--- config.mk ---
export PLATFORM = sky130hd
export DESIGN_NAME = sum_of_two_squares_count_top_flat
export DESIGN_NICKNAME = d
export VERILOG_FILES = /design/src/sots_pkg.sv /design/src/sots_if.sv /design/src/sum_of_two_squares_count_top.sv /design/src/sots_datapath.sv /design/src/sots_ctrl.sv /design/src/flat_wrapper.sv
export VERILOG_INCLUDE_DIRS = /design/src /design/src/src
export SDC_FILE = /design/constraint.sdc
export NUM_CORES = 1
export LEC_CHECK = 0
export BUFFER_PORTS_ARGS = -buffer_cell sky130_fd_sc_hd__buf_4
export CAP_MARGIN = 30
export CORE_UTILIZATION = 45
export CTS_CLUSTER_SIZE = 40
export DETAILED_ROUTE_END_ITERATION = 10
export SYNTH_ARGS = -nofsm -noshare
export SYNTH_HDL_FRONTEND = slang
export SYNTH_SLANG_ARGS = --single-unit
--- constraint.sdc ---
create_clock -name clk -period 5.35 [get_ports clk]
set_input_delay 0.8025 -clock clk [delete_from_list [all_inputs] [get_ports clk]]
set_output_delay 0.8025 -clock clk [all_outputs]
set_load 0.02 [all_outputs]
--- src/sum_of_two_squares_count_top_assert.svh ---
// ----------------------------------------------------------------------------
// Assertion macros for the lattice point counter
// Shared forms for the concurrent checks of the counter's modules.
// ----------------------------------------------------------------------------
`ifndef SUM_OF_TWO_SQUARES_COUNT_TOP_ASSERT_SVH
`define SUM_OF_TWO_SQUARES_COUNT_TOP_ASSERT_SVH

// The consequent must hold in the same cycle as the antecedent.
`define SOTS_ASSERT_NOW(label, clk, rst_n, ante, cons) \
  label: assert property (@(posedge clk) disable iff (!rst_n) (ante) |-> (cons)) \
    else $error("sots assertion failed");

// The consequent must hold in the cycle after the antecedent.
`define SOTS_ASSERT_NEXT(label, clk, rst_n, ante, cons) \
  label: assert property (@(posedge clk) disable iff (!rst_n) (ante) |=> (cons)) \
    else $error("sots assertion failed");

`endif

--- src/sots_pkg.sv ---
// ----------------------------------------------------------------------------
// sots_pkg
// Widths, controller states and the command and status bundles of the
// lattice point counter.
// ----------------------------------------------------------------------------
`timescale 1ns / 1ps
`default_nettype none

package sots_pkg;

  localparam int VALUE_WIDTH = 31;
  localparam int DIV_W       = (VALUE_WIDTH + 1) / 2 + 1;
  localparam int BIT_W       = $clog2(VALUE_WIDTH);
  localparam int EXP_W       = $clog2(VALUE_WIDTH);
  localparam int FAC_W       = EXP_W + 1;
  localparam int OUT_W       = 16;
  localparam int COUNT_W     = OUT_W - 1;
  localparam logic [COUNT_W-1:0] COUNT_CAP = COUNT_W'(1) << (OUT_W - 2);

  typedef enum logic [2:0] {
    S_IDLE,
    S_START,
    S_DIV,
    S_CHECK,
    S_FINISH
  } sots_state_t;

  typedef struct packed {
    logic load;
    logic div_start;
    logic div_step;
    logic take_quot;
    logic next_div;
    logic finish;
  } sots_cmd_t;

  typedef struct packed {
    logic div_last;
    logic over;
    logic rem_zero;
    logic first_test;
    logic out_free;
  } sots_status_t;

endpackage

`default_nettype wire

--- src/sots_if.sv ---
// ----------------------------------------------------------------------------
// sots_if
// Valid/ready channels that carry the input and result words.
// ----------------------------------------------------------------------------
`timescale 1ns / 1ps
`default_nettype none

interface sots_in_if;
  import sots_pkg::*;
  logic                   valid;
  logic                   ready;
  logic [VALUE_WIDTH-1:0] radius_squared;

  modport source (output valid, output radius_squared, input ready);
  modport sink (input valid, input radius_squared, output ready);
endinterface

interface sots_out_if;
  import sots_pkg::*;
  logic             valid;
  logic             ready;
  logic [OUT_W-1:0] point_count;

  modport source (output valid, output point_count, input ready);
  modport sink (input valid, input point_count, output ready);
endinterface

`default_nettype wire

--- src/sum_of_two_squares_count_top.sv ---
// The block counts the integer points on the circle x*x + y*y = n for each
// word n on the input channel and returns one count per word, 0 for n = 0.
// It factors n by trial division with a shift-subtract divider that retires
// one quotient bit per cycle, and the divisors run over 2 and the odd
// numbers up to the square root of the remaining cofactor. One word is
// worked on at a time, and the next word is taken while the previous count
// still waits in the output register.
// ----------------------------------------------------------------------------
// sum_of_two_squares_count_top
// Lattice point counter on a circle by the two-square theorem.
// ----------------------------------------------------------------------------
`timescale 1ns / 1ps
`default_nettype none

module sum_of_two_squares_count_top (
  input  wire logic  clk,
  input  wire logic  rst_n,
  sots_in_if.sink    in_ch,
  sots_out_if.source out_ch
);
  import sots_pkg::*;

  sots_cmd_t    cmd;
  sots_status_t status;

  sots_ctrl u_ctrl (
    .clk      (clk),
    .rst_n    (rst_n),
    .in_valid (in_ch.valid),
    .in_ready (in_ch.ready),
    .status   (status),
    .cmd      (cmd)
  );

  sots_datapath u_datapath (
    .clk       (clk),
    .rst_n     (rst_n),
    .cmd       (cmd),
    .status    (status),
    .in_data   (in_ch.radius_squared),
    .out_valid (out_ch.valid),
    .out_ready (out_ch.ready),
    .out_data  (out_ch.point_count)
  );

endmodule

`default_nettype wire

--- src/sots_datapath.sv ---
// ----------------------------------------------------------------------------
// sots_datapath
// Trial divisor, shift-subtract divider, exponent count, running product of
// the prime power factors and the result register.
// ----------------------------------------------------------------------------
`timescale 1ns / 1ps
`default_nettype none

module sots_datapath (
  input  wire logic                            clk,
  input  wire logic                            rst_n,
  input  wire sots_pkg::sots_cmd_t             cmd,
  output sots_pkg::sots_status_t               status,
  input  wire logic [sots_pkg::VALUE_WIDTH-1:0] in_data,
  output logic                                 out_valid,
  input  wire logic                            out_ready,
  output logic [sots_pkg::OUT_W-1:0]           out_data
);
  import sots_pkg::*;

  logic [VALUE_WIDTH-1:0]     n_r, n_nxt;
  logic [DIV_W-1:0]           d_r, d_nxt;
  logic [DIV_W-1:0]           rem_r, rem_nxt;
  logic [VALUE_WIDTH-1:0]     quo_r, quo_nxt;
  logic [BIT_W-1:0]           bit_r, bit_nxt;
  logic [EXP_W-1:0]           e_r, e_nxt;
  logic [COUNT_W-1:0]         count_r, count_nxt;
  logic                       sat_r, sat_nxt;
  logic                       zero_r, zero_nxt;
  logic                       out_valid_r, out_valid_nxt;
  logic [OUT_W-1:0]           out_data_r, out_data_nxt;

  logic [DIV_W:0]             shifted;
  logic [DIV_W:0]             diff;
  logic                       ge;
  logic [FAC_W-1:0]           fac;
  logic [COUNT_W+FAC_W-1:0]   prod;
  logic [COUNT_W:0]           fin_count;
  logic                       fin_zero;
  logic                       fin_sat;

  assign shifted = {rem_r, quo_r[VALUE_WIDTH-1]};
  assign diff    = shifted - {1'b0, d_r};
  assign ge      = shifted >= {1'b0, d_r};

  // A prime of the form 4k+1 gives a factor e+1, one of the form 4k+3 a factor
  // 1 for an even exponent and 0 for an odd one, and two a factor 1.
  always_comb begin
    unique case (d_r[1:0])
      2'b01:   fac = FAC_W'(e_r) + FAC_W'(1);
      2'b11:   fac = e_r[0] ? '0 : FAC_W'(1);
      default: fac = FAC_W'(1);
    endcase
  end

  assign prod = (COUNT_W+FAC_W)'(count_r) * (COUNT_W+FAC_W)'(fac);

  // The cofactor left over after the last trial divisor is 1 or a prime.
  always_comb begin
    fin_zero  = zero_r;
    fin_count = {1'b0, count_r};
    if (n_r > VALUE_WIDTH'(1)) begin
      unique case (n_r[1:0])
        2'b11:   fin_zero  = 1'b1;
        2'b01:   fin_count = {count_r, 1'b0};
        default: fin_count = {1'b0, count_r};
      endcase
    end
    fin_sat = sat_r || (fin_count >= {1'b0, COUNT_CAP});
  end

  assign status.div_last   = bit_r == BIT_W'(VALUE_WIDTH - 1);
  assign status.over       = VALUE_WIDTH'(d_r) > quo_r;
  assign status.rem_zero   = rem_r == '0;
  assign status.first_test = e_r == '0;
  assign status.out_free   = !out_valid_r || out_ready;

  always_comb begin
    n_nxt         = n_r;
    d_nxt         = d_r;
    rem_nxt       = rem_r;
    quo_nxt       = quo_r;
    bit_nxt       = bit_r;
    e_nxt         = e_r;
    count_nxt     = count_r;
    sat_nxt       = sat_r;
    zero_nxt      = zero_r;
    out_data_nxt  = out_data_r;
    out_valid_nxt = out_valid_r && !out_ready;
    if (cmd.load) begin
      n_nxt     = in_data;
      d_nxt     = DIV_W'(2);
      e_nxt     = '0;
      count_nxt = COUNT_W'(1);
      sat_nxt   = 1'b0;
      zero_nxt  = in_data == '0;
    end
    if (cmd.div_start) begin
      rem_nxt = '0;
      quo_nxt = n_r;
      bit_nxt = '0;
    end
    if (cmd.div_step) begin
      rem_nxt = ge ? diff[DIV_W-1:0] : shifted[DIV_W-1:0];
      quo_nxt = {quo_r[VALUE_WIDTH-2:0], ge};
      bit_nxt = bit_r + BIT_W'(1);
    end
    if (cmd.take_quot) begin
      n_nxt = quo_r;
      e_nxt = e_r + EXP_W'(1);
    end
    if (cmd.next_div) begin
      if (e_r != '0) begin
        if (fac == '0) begin
          zero_nxt = 1'b1;
        end else if (!sat_r) begin
          if (prod > (COUNT_W+FAC_W)'(COUNT_CAP)) begin
            sat_nxt = 1'b1;
          end else begin
            count_nxt = prod[COUNT_W-1:0];
          end
        end
      end
      d_nxt = (d_r == DIV_W'(2)) ? DIV_W'(3) : d_r + DIV_W'(2);
      e_nxt = '0;
    end
    if (cmd.finish) begin
      out_valid_nxt = 1'b1;
      if (fin_zero) begin
        out_data_nxt = '0;
      end else if (fin_sat) begin
        out_data_nxt = '1;
      end else begin
        out_data_nxt = {fin_count[COUNT_W-2:0], 2'b00};
      end
    end
  end

  always_ff @(posedge clk) begin
    if (!rst_n) begin
      out_valid_r <= 1'b0;
    end else begin
      out_valid_r <= out_valid_nxt;
    end
  end

  always_ff @(posedge clk) begin
    n_r        <= n_nxt;
    d_r        <= d_nxt;
    rem_r      <= rem_nxt;
    quo_r      <= quo_nxt;
    bit_r      <= bit_nxt;
    e_r        <= e_nxt;
    count_r    <= count_nxt;
    sat_r      <= sat_nxt;
    zero_r     <= zero_nxt;
    out_data_r <= out_data_nxt;
  end

  assign out_valid = out_valid_r;
  assign out_data  = out_data_r;

endmodule

`default_nettype wire

--- src/sots_ctrl.sv ---
// ----------------------------------------------------------------------------
// sots_ctrl
// Sequencer that runs one division per trial divisor and per repeated
// division by it, and steps through the factorization of the accepted word.
// ----------------------------------------------------------------------------
`timescale 1ns / 1ps
`default_nettype none

`include "sum_of_two_squares_count_top_assert.svh"

module sots_ctrl (
  input  wire logic                   clk,
  input  wire logic                   rst_n,
  input  wire logic                   in_valid,
  output logic                        in_ready,
  input  wire sots_pkg::sots_status_t status,
  output sots_pkg::sots_cmd_t         cmd
);
  import sots_pkg::*;

  sots_state_t state_r, state_nxt;

  always_ff @(posedge clk) begin
    if (!rst_n) begin
      state_r <= S_IDLE;
    end else begin
      state_r <= state_nxt;
    end
  end

  always_comb begin
    state_nxt = state_r;
    cmd       = '0;
    in_ready  = 1'b0;
    unique case (state_r)
      S_IDLE: begin
        in_ready = 1'b1;
        if (in_valid) begin
          cmd.load  = 1'b1;
          state_nxt = S_START;
        end
      end
      S_START: begin
        cmd.div_start = 1'b1;
        state_nxt     = S_DIV;
      end
      S_DIV: begin
        cmd.div_step = 1'b1;
        if (status.div_last) begin
          state_nxt = S_CHECK;
        end
      end
      S_CHECK: begin
        // A new divisor above the square root ends the search; a divisor
        // already known to divide keeps being removed.
        priority if (status.first_test && status.over) begin
          state_nxt = S_FINISH;
        end else if (status.rem_zero) begin
          cmd.take_quot = 1'b1;
          state_nxt     = S_START;
        end else begin
          cmd.next_div = 1'b1;
          state_nxt    = S_START;
        end
      end
      S_FINISH: begin
        if (status.out_free) begin
          cmd.finish = 1'b1;
          state_nxt  = S_IDLE;
        end
      end
      default: begin
        state_nxt = S_IDLE;
      end
    endcase
  end

  `SOTS_ASSERT_NEXT(a_div_ends_in_check, clk, rst_n, state_r == S_DIV && status.div_last, state_r == S_CHECK)
  `SOTS_ASSERT_NOW(a_finish_has_slot, clk, rst_n, cmd.finish, status.out_free)
  `SOTS_ASSERT_NEXT(a_accept_starts, clk, rst_n, in_valid && in_ready, state_r == S_START)

endmodule

`default_nettype wire

--- src/flat_wrapper.sv ---
// flat-port wrapper written by rule: the top's interface ports become plain ports
module sum_of_two_squares_count_top_flat import sots_pkg::*;
  (clk, rst_n, in_ch_valid, in_ch_radius_squared, in_ch_ready, out_ch_valid, out_ch_point_count, out_ch_ready);
  sots_in_if in_ch_i ();
  sots_out_if out_ch_i ();
  input  wire logic clk;
  input  wire logic rst_n;
  input wire logic [$bits(in_ch_i.valid)-1:0] in_ch_valid;
  input wire logic [$bits(in_ch_i.radius_squared)-1:0] in_ch_radius_squared;
  output wire logic [$bits(in_ch_i.ready)-1:0] in_ch_ready;
  output wire logic [$bits(out_ch_i.valid)-1:0] out_ch_valid;
  output wire logic [$bits(out_ch_i.point_count)-1:0] out_ch_point_count;
  input wire logic [$bits(out_ch_i.ready)-1:0] out_ch_ready;
  assign in_ch_i.valid = in_ch_valid;
  assign in_ch_i.radius_squared = in_ch_radius_squared;
  assign in_ch_ready = in_ch_i.ready;
  assign out_ch_valid = out_ch_i.valid;
  assign out_ch_point_count = out_ch_i.point_count;
  assign out_ch_i.ready = out_ch_ready;
  sum_of_two_squares_count_top u_core (.clk(clk), .rst_n(rst_n), .in_ch(in_ch_i), .out_ch(out_ch_i));
endmodule
==> run summary, run 1 <==
Fraction of the yosys area taken by sequential cells: 37.48%
Post-synthesis net count: 1283
Mean Syn Cell Area: 9.487 sq um
Total leakage power: 5.454 nW
Endpoint required time on the critical path: 5.67 ns
Ys flop type: edfxtp_1
Starting Density: 45.65%
Min Tclk post-route: 5.205 ns
Number of hold violations in the final report: 0
Clock latency of the later-clocked register in the worst-skew pair: 0.44 ns
DRC viols: 0
Master cell of the clock root buffer: clkbuf_16
Hold Slack: 0.5361 ns
Kind of capture point of the worst setup path: flop
Sink count of the clock tree: 142
Setup Crit Path Kind: flop to flop
Violation count after the first detailed-routing iteration: 595
Launch point of the worst path: u_core.u_datapath.e_r[0]
Cell count of the worst reg-to-reg path: 22
Flip-flop and latch count after synthesis: 142
Async S/R FF share, synth: 0%
Critical Path Start Type: flop
Ratio of final minimum period to clock period: 97.28%
Peak supply drop: 0.4035 mV
Cell Area, Placed: 11800 sq um
Detail Route Antenna Nets: 0
Fill cell count: 2102
Distinct cell type count of the synthesized netlist: 67
Endpoint of the worst hold path: u_core.u_datapath.e_r[4]
Routed Wire Length: 26.32 mm
CTS buffer count: 17
Min-delay src: u_core.u_datapath.e_r[4]
Antenna violations before repair: 0
Critical register-to-register path endpoint: u_core.u_datapath.count_r[0]
Slew Limit Fails: 0
Overflow left after global routing: 0
Gp weighted congestion: 0.8569
Die extent in x: 156.1 um
Number of optimization iterations in the first detailed-route pass: 6
Worst clock skew: 0.01613 ns
Worst max-slew margin expressed relative to the limit: 39.70%
Placed wire-length estimate after detailed placement: 19.21 mm
First-pass GRT wire length: 41.70 mm
Clock input transition at the sequential cells of the worst setup and hold paths: 0.07 ns
Register-to-register setup slack: 0.15 ns
Total Die Area: 24360 sq um
Global-route usage over all layers: 22.13%
Final TNS setup: 0 ns
Number of input and output port buffers inserted: 52
Mean routed wirelength per cell: 16.76 um
Area of the mapped netlist: 10680 sq um
Synth warnings: 0
Worst endpoint data arrival time: 5.53 ns
Number of global-route vias before repair: 7955
Final net count: 1395
Max Cap Viol: 0
Fraction of final layout cells with drive strength greater than 1: 21.26%
Hold Crit Class: flop to flop
Power per cell area: 373.5 nW/um^2
Post-synthesis instance total: 1126
Vertical extent of the die: 156.1 um
Number of flops mapped to enable cells by yosys: 116
Standard cell core area: 23400 sq um
Fmax: 192.1 MHz
# rows: 56
Cts-stage hold buffer count: 0
Maximum number of buffers from clock root to sink: 2
Total number of vias: 8404
TritonCTS clock tree: yes
Per-cell via count in the routed design: 5.353
Final non-filler cell area: 13000 sq um
Worst-Margin Slew: 0.9026 ns
Hold Crit Depth: 2
# IOs: 53
Largest net degree at the start of global routing: 47
Highest net fanout along the worst path: 8
Area growth from synthesis to final layout: 21.66%
Number of setup violations in the final report: 0
Run status: completed
Worst reg2reg path startpoint: u_core.u_datapath.e_r[0]
Deepest level of the CTS H-tree: 4
Number of antenna repair diodes: 0
[worst max-delay path by stage]
| stage | endpoint | slack, ns | cells after the start |
|---|---|---|---|
| after CTS | u_core.u_datapath.count_r[8] | 0.005 | 23 |
| after detailed placement | u_core.u_datapath.count_r[8] | -0.18 | 22 |
| after global placement | u_core.u_datapath.count_r[8] | -0.09 | 22 |
| final | u_core.u_datapath.count_r[0] | 0.15 | 22 |
| after floorplan | u_core.u_datapath.count_r[6] | 0.003 | 21 |
| after global routing | u_core.u_datapath.count_r[8] | -0.04 | 24 |
[sequential cells by signal, summed over array words and instances, names as in the netlist, 3 cells and up]
register	cells
u_core.u_datapath.bit_r	5
u_core.u_datapath.count_r	15
u_core.u_ctrl.state_r	3
u_core.u_datapath.rem_r	17
u_core.u_datapath.quo_r	31
u_core.u_datapath.d_r	17
u_core.u_datapath.n_r	31
u_core.u_datapath.out_data	15
u_core.u_datapath.e_r	5
[metrics by stage]
| step | setup slack [ns] | power [mW] | utilization (%) | std cells |
|---|---|---|---|---|
| CTS | 0.004831 | 4.866 | 53.64 | 1556 |
| detailed placement | -0.1752 | 3.642 | 50.44 | 1524 |
| finish | 0.1455 | 4.854 | 55.53 | 1570 |
| floorplan | 0.002713 | 3.174 | - | 1126 |
| global route | -0.03876 | 5.175 | 55.53 | 1570 |
| global placement | -0.09492 | 3.617 | 50.36 | 1522 |
[synthesized netlist by cell type, drive strengths merged, types with 2 or more instances]
cell	instances	area [sq um]
a2111oi	5	43.79
a211oi	8	65.06
a21boi	3	22.52
a21o	13	97.59
a21oi	33	165.2
a22o	2	17.52
a311oi	2	17.52
a31oi	18	118.9
a41oi	2	17.52
and2	76	475.5
and3	7	43.79
and4	2	17.52
buf	8	52.54
clkbuf	28	105.1
dfxtp	26	520.5
edfxtp	116	3483
fa	54	1081
ha	68	850.8
inv	119	446.7
mux2	18	202.7
mux2i	29	290.3
nand2	160	600.6
nand2b	9	56.30
nand3	21	105.1
nand3b	5	37.54
nand4	14	87.58
nor2	78	292.8
nor2b	10	62.56
nor3	22	115.1
nor3b	4	30.03
nor4	25	156.4
nor4b	2	23.77
o21a	4	30.03
o21ai	64	327.8
o21bai	2	15.01
o2bb2ai	2	17.52
o311ai	3	33.79
or2	8	50.05
or3b	2	17.52
or4	2	15.01
xnor2	27	236.5
xor2	14	122.6
[layout by cell type (no fill, tap or decap), types with 5 or more instances in the layout]
cell,count
ha_1,53
nor2b_1,10
a21oi_1,31
inv_2,6
a211oi_1,6
xor2_1,13
xnor2_1,24
edfxtp_1,116
nand3b_1,5
nand2b_1,7
buf_6,10
nand4_1,14
dfxtp_1,23
nand2_1,156
ha_4,15
and2_4,8
nor2_1,73
inv_1,113
nor3_1,20
mux2_2,15
a21o_1,13
clkbuf_16,17
fa_1,53
or2_2,6
o21ai_0,54
and2_1,68
inv_8,5
nand3_1,20
a31oi_1,16
nor4_1,25
buf_4,118
inv_6,5
mux2i_1,29
[cells by family after synthesis]
family,Yosys count,synth area share (%)
AO/OA/AOI/OAI,170,10.05
XOR/XNOR,41,3.361
adder cells (fa/ha/maj),122,18.08
buffers and inverters,155,5.657
flip-flops,142,37.48
multiplexers,47,4.615
AND/OR/NAND/NOR,449,20.75
[power by group]
part           switching, mW  internal (mW)  total (mW)
sequential             0.218           1.60        1.81
clock                  0.545          0.667        1.21
combinational           1.12          0.711        1.83
[area by class of cell]
cell class / instances / area [sq um] / share of cell area, %
Multi-Input combinational cell: 829 / 6536 / 50.29
Sequential cell: 142 / 4013 / 30.88
Timing Repair Buffer: 129 / 1008 / 7.760
Inverter: 119 / 446.7 / 3.437
Clock buffer: 17 / 425.4 / 3.273
Tap cell: 319 / 399.1 / 3.071
Clock inverter: 15 / 167.7 / 1.290
[worst max-delay path, stage by stage (launching register included)]
cell	delay [ns]
dfxtp_4	0.38
inv_1	0.07
ha_4	0.24
and3_4	0.20
buf_4	0.18
and2_1	0.18
fa_1	0.51
ha_1	0.14
inv_1	0.05
fa_1	0.51
inv_1	0.07
fa_2	0.45
a21o_1	0.21
buf_4	0.16
a221oi_4	0.29
or2_4	0.22
a31oi_4	0.09
mux2_4	0.21
o2111ai_2	0.12
nor3_2	0.28
nand4b_4	0.21
buf_6	0.19
o22a_1	0.16
[routing by layer]
| metal | global-route usage, % | routed length (um) | up-vias |
|---|---|---|---|
| met5 | 0 | 0 | - |
| met2 | 34.33 | 12260 | 181 |
| met1 | 32.29 | 12670 | 4090 |
| met4 | 5.415 | 331 | 0 |
| met3 | 3.306 | 1051 | 23 |
| li1 | - | - | 4110 |
[repair_timing]
action                     in CTS  in global routing
pin swaps                      10                 57
resized for setup              28                 73
buffers inserted                0                 15
setup endpoints to repair      15                 16
cloned                          0                  0
Power figures use the tool's default switching activity.
==> run 2, diff against run 1 <==
BUFFER_PORTS_ARGS = -buffer_cell sky130_fd_sc_hd__buf_2   (was -buffer_cell sky130_fd_sc_hd__buf_4)
CORE_UTILIZATION = 35   (was 45)
==> run 2 against run 1 <==
Compared with the run above:
- total power grew 0.24%
- setup slack lost 0.037 ns
- core utilization shrank 13 points
- die area grew 28%
- largest cell class unchanged
==> run summary, run 2 (synthesis results as in run 1) <==
Deepest level of the CTS H-tree: 4 (unchanged)
# rows: 63 (+13%)
Starting Density: 35.85% (-9.8 points)
CTS buffer count: 17 (unchanged)
Share of total power consumed by net switching: 38.69% (-0.046 points)
Final net count: 1383 (-0.86%)
Number of optimization iterations in the first detailed-route pass: 7 (+1)
Commonest cells after routing, fill and taps aside: nand2_1, inv_1, edfxtp_1
Largest net degree at the start of global routing: 44 (-6.4%)
Clock input transition at the sequential cells of the worst setup and hold paths: 0.06 ns (about the same)
Unrepaired setup endpoints after global routing: yes
Slew Limit Fails: 0 (unchanged)
Cell count of the worst reg-to-reg path: 21 (-4.5%)
DRC viols: 0 (unchanged)
Commonest non-fill, non-tap cell in the layout: nand2_1
Post-layout util: 42.80% (-13 points)
Clock latency of the later-clocked register in the worst-skew pair: 0.43 ns (about the same)
Area growth from synthesis to final layout: 19.38%
Sink count of the clock tree: 142 (unchanged)
Fmax: 190.8 MHz (-0.70%)
Gp weighted congestion: 0.8381 (-2.2%)
Highest net fanout along the worst path: 5 (-3)
Pre-CTS setup slack: -0.1309 ns (+0.04431 ns)
Peak supply drop: 0.2861 mV (-29%)
Total number of vias: 8407 (+0.036%)
Placed wire-length estimate after detailed placement: 19.63 mm (+2.2%)
Fill cell count: 2882 (+37%)
TritonCTS clock tree: yes
Number of hold violations in the final report: 0 (unchanged)
# IOs: 53 (unchanged)
Die extent in x: 176.7 um (+13%)
Overflow left after global routing: 0 (unchanged)
Antenna violations before repair: 0 (unchanged)
First-pass GRT wire length: 42.99 mm (+3.1%)
Hold Crit Depth: 2 (unchanged)
Worst-Margin Slew: 0.8795 ns (-0.02313 ns)
Fraction of final layout cells with drive strength greater than 1: 19.05% (-2.2 points)
Vertical extent of the die: 176.7 um (+13%)
Critical Path Start Type: flop
Hold Crit Class: flop to flop
Detail Route Antenna Nets: 0 (unchanged)
Number of antenna repair diodes: 0 (unchanged)
Global-route usage over all layers: 17.39% (-4.7 points)
Number of global-route vias before repair: 8161 (+2.6%)
Setup slack after layout: 0.1086 ns (-0.03685 ns)
Overall power: 4.866 mW (+0.24%)
Total Die Area: 31220 sq um (+28%)
Worst clock skew: 0.01291 ns (-0.003221 ns)
Per-cell via count in the routed design: 5.161 (-3.6%)
Max Cap Viol: 0 (unchanged)
Run status: completed
Ratio of final minimum period to clock period: 97.97% (+0.69 points)
Kind of capture point of the worst setup path: flop
Number of input and output port buffers inserted: 52 (unchanged)
Switching power of the nets: 1.883 mW (+0.12%)
Portion of total power attributed to combinational logic: 38.2% (+0.5 points)
Standard cell core area: 29800 sq um (+27%)
Master cell of the clock root buffer: clkbuf_16
Routed Wire Length: 26.31 mm (about the same)
Setup Crit Path Kind: flop to flop
Worst endpoint data arrival time: 5.55 ns (+0.02 ns)
Violation count after the first detailed-routing iteration: 583 (-2.0%)
Power per cell area: 381.5 nW/um^2 (+2.1%)
Mean routed wirelength per cell: 16.15 um (-3.7%)
Maximum number of buffers from clock root to sink: 2 (unchanged)
Cell internal pwr: 2.983 mW (+0.32%)
Endpoint required time on the critical path: 5.66 ns (about the same)
Hold Slack: 0.5227 ns (-0.01339 ns)
Worst max-slew margin expressed relative to the limit: 40.83% (+1.1 points)
Proportion of power drawn by the clock network: 24.5% (-0.5 points)
Number of setup violations in the final report: 0 (unchanged)
Total leakage power: 5.311 nW (-2.6%)
Sequential share of power: 37.4% (about the same)
Final TNS setup: 0 ns (unchanged)
Largest registers: u_core.u_datapath.n_r: 31 flops, u_core.u_datapath.quo_r: 31 flops
Min Tclk post-route: 5.241 ns (+0.03685 ns)
[run 2: worst paths after layout]
path / start / to / slack (ns)
min: u_core.u_datapath.e_r[4] / u_core.u_datapath.e_r[4] / 0.52
min reg2reg: u_core.u_datapath.e_r[4] / u_core.u_datapath.e_r[4] / 0.52
max reg2reg: u_core.u_datapath.e_r[1] / u_core.u_datapath.count_r[6] / 0.11
max: u_core.u_datapath.e_r[1] / u_core.u_datapath.count_r[6] / 0.11
[run 2: power by group through the flow]
stage,clock network (mW),registers (mW),logic (mW)
floorplan,0,1.77,1.41
global route,1.26,1.86,2.10
detailed placement,0,1.84,1.84
finish,1.19,1.82,1.86
global placement,0,1.83,1.78
CTS,1.21,1.82,1.86
[run 2: critical path: stages, from the launching register on]
cell       delay, ns
dfxtp_4         0.37
ha_4            0.15
nand3_2         0.09
xor2_1          0.17
nor2_2          0.18
buf_6           0.14
and2_1          0.16
fa_1            0.46
fa_1            0.51
inv_1           0.05
fa_1            0.52
inv_2           0.05
ha_4            0.24
a21o_1          0.19
a221oi_2        0.33
or2_1           0.20
a311oi_2        0.11
mux2i_2         0.23
o2111ai_4       0.17
nor3_4          0.25
nand4b_4        0.20
mux2_4          0.35
[run 2: final cells by class]
class | instances | area [sq um] | share of cell area, %
Multi-Input combinational cell | 829 | 6429 | 50.41
Sequential cell | 142 | 4014 | 31.47
Timing Repair Buffer | 117 | 795.8 | 6.240
Tap cell | 390 | 488.0 | 3.826
Inverter | 119 | 446.7 | 3.502
Clock buffer | 18 | 429.2 | 3.365
Clock inverter | 14 | 151.4 | 1.187
[run 2: per-stage QoR]
| stage | cells | area (sq um) |
|---|---|---|
| detailed placement | 1582 | 11680 |
| CTS | 1618 | 12370 |
| global route | 1629 | 12750 |
| finish | 1629 | 12750 |
| floorplan | 1126 | 10680 |
| global placement | 1580 | 11660 |
[run 2: per-layer routing]
metal  routed length (um)  up-vias  GRT usage [%]
li1                     -     4106              -
met1                12780     4087          25.31
met2                12100      190          26.96
met3                 1108       24          2.706
met4                  316        0          3.879
met5                    0        -              0
[run 2: timing repair]
action                                  CTS  global route
pin swaps                                 7            49
hold buffers                              0             0
gates cloned                              0             3
endpoints found under the setup margin   14            16
resized for setup                        16            65
setup buffers                             4             8
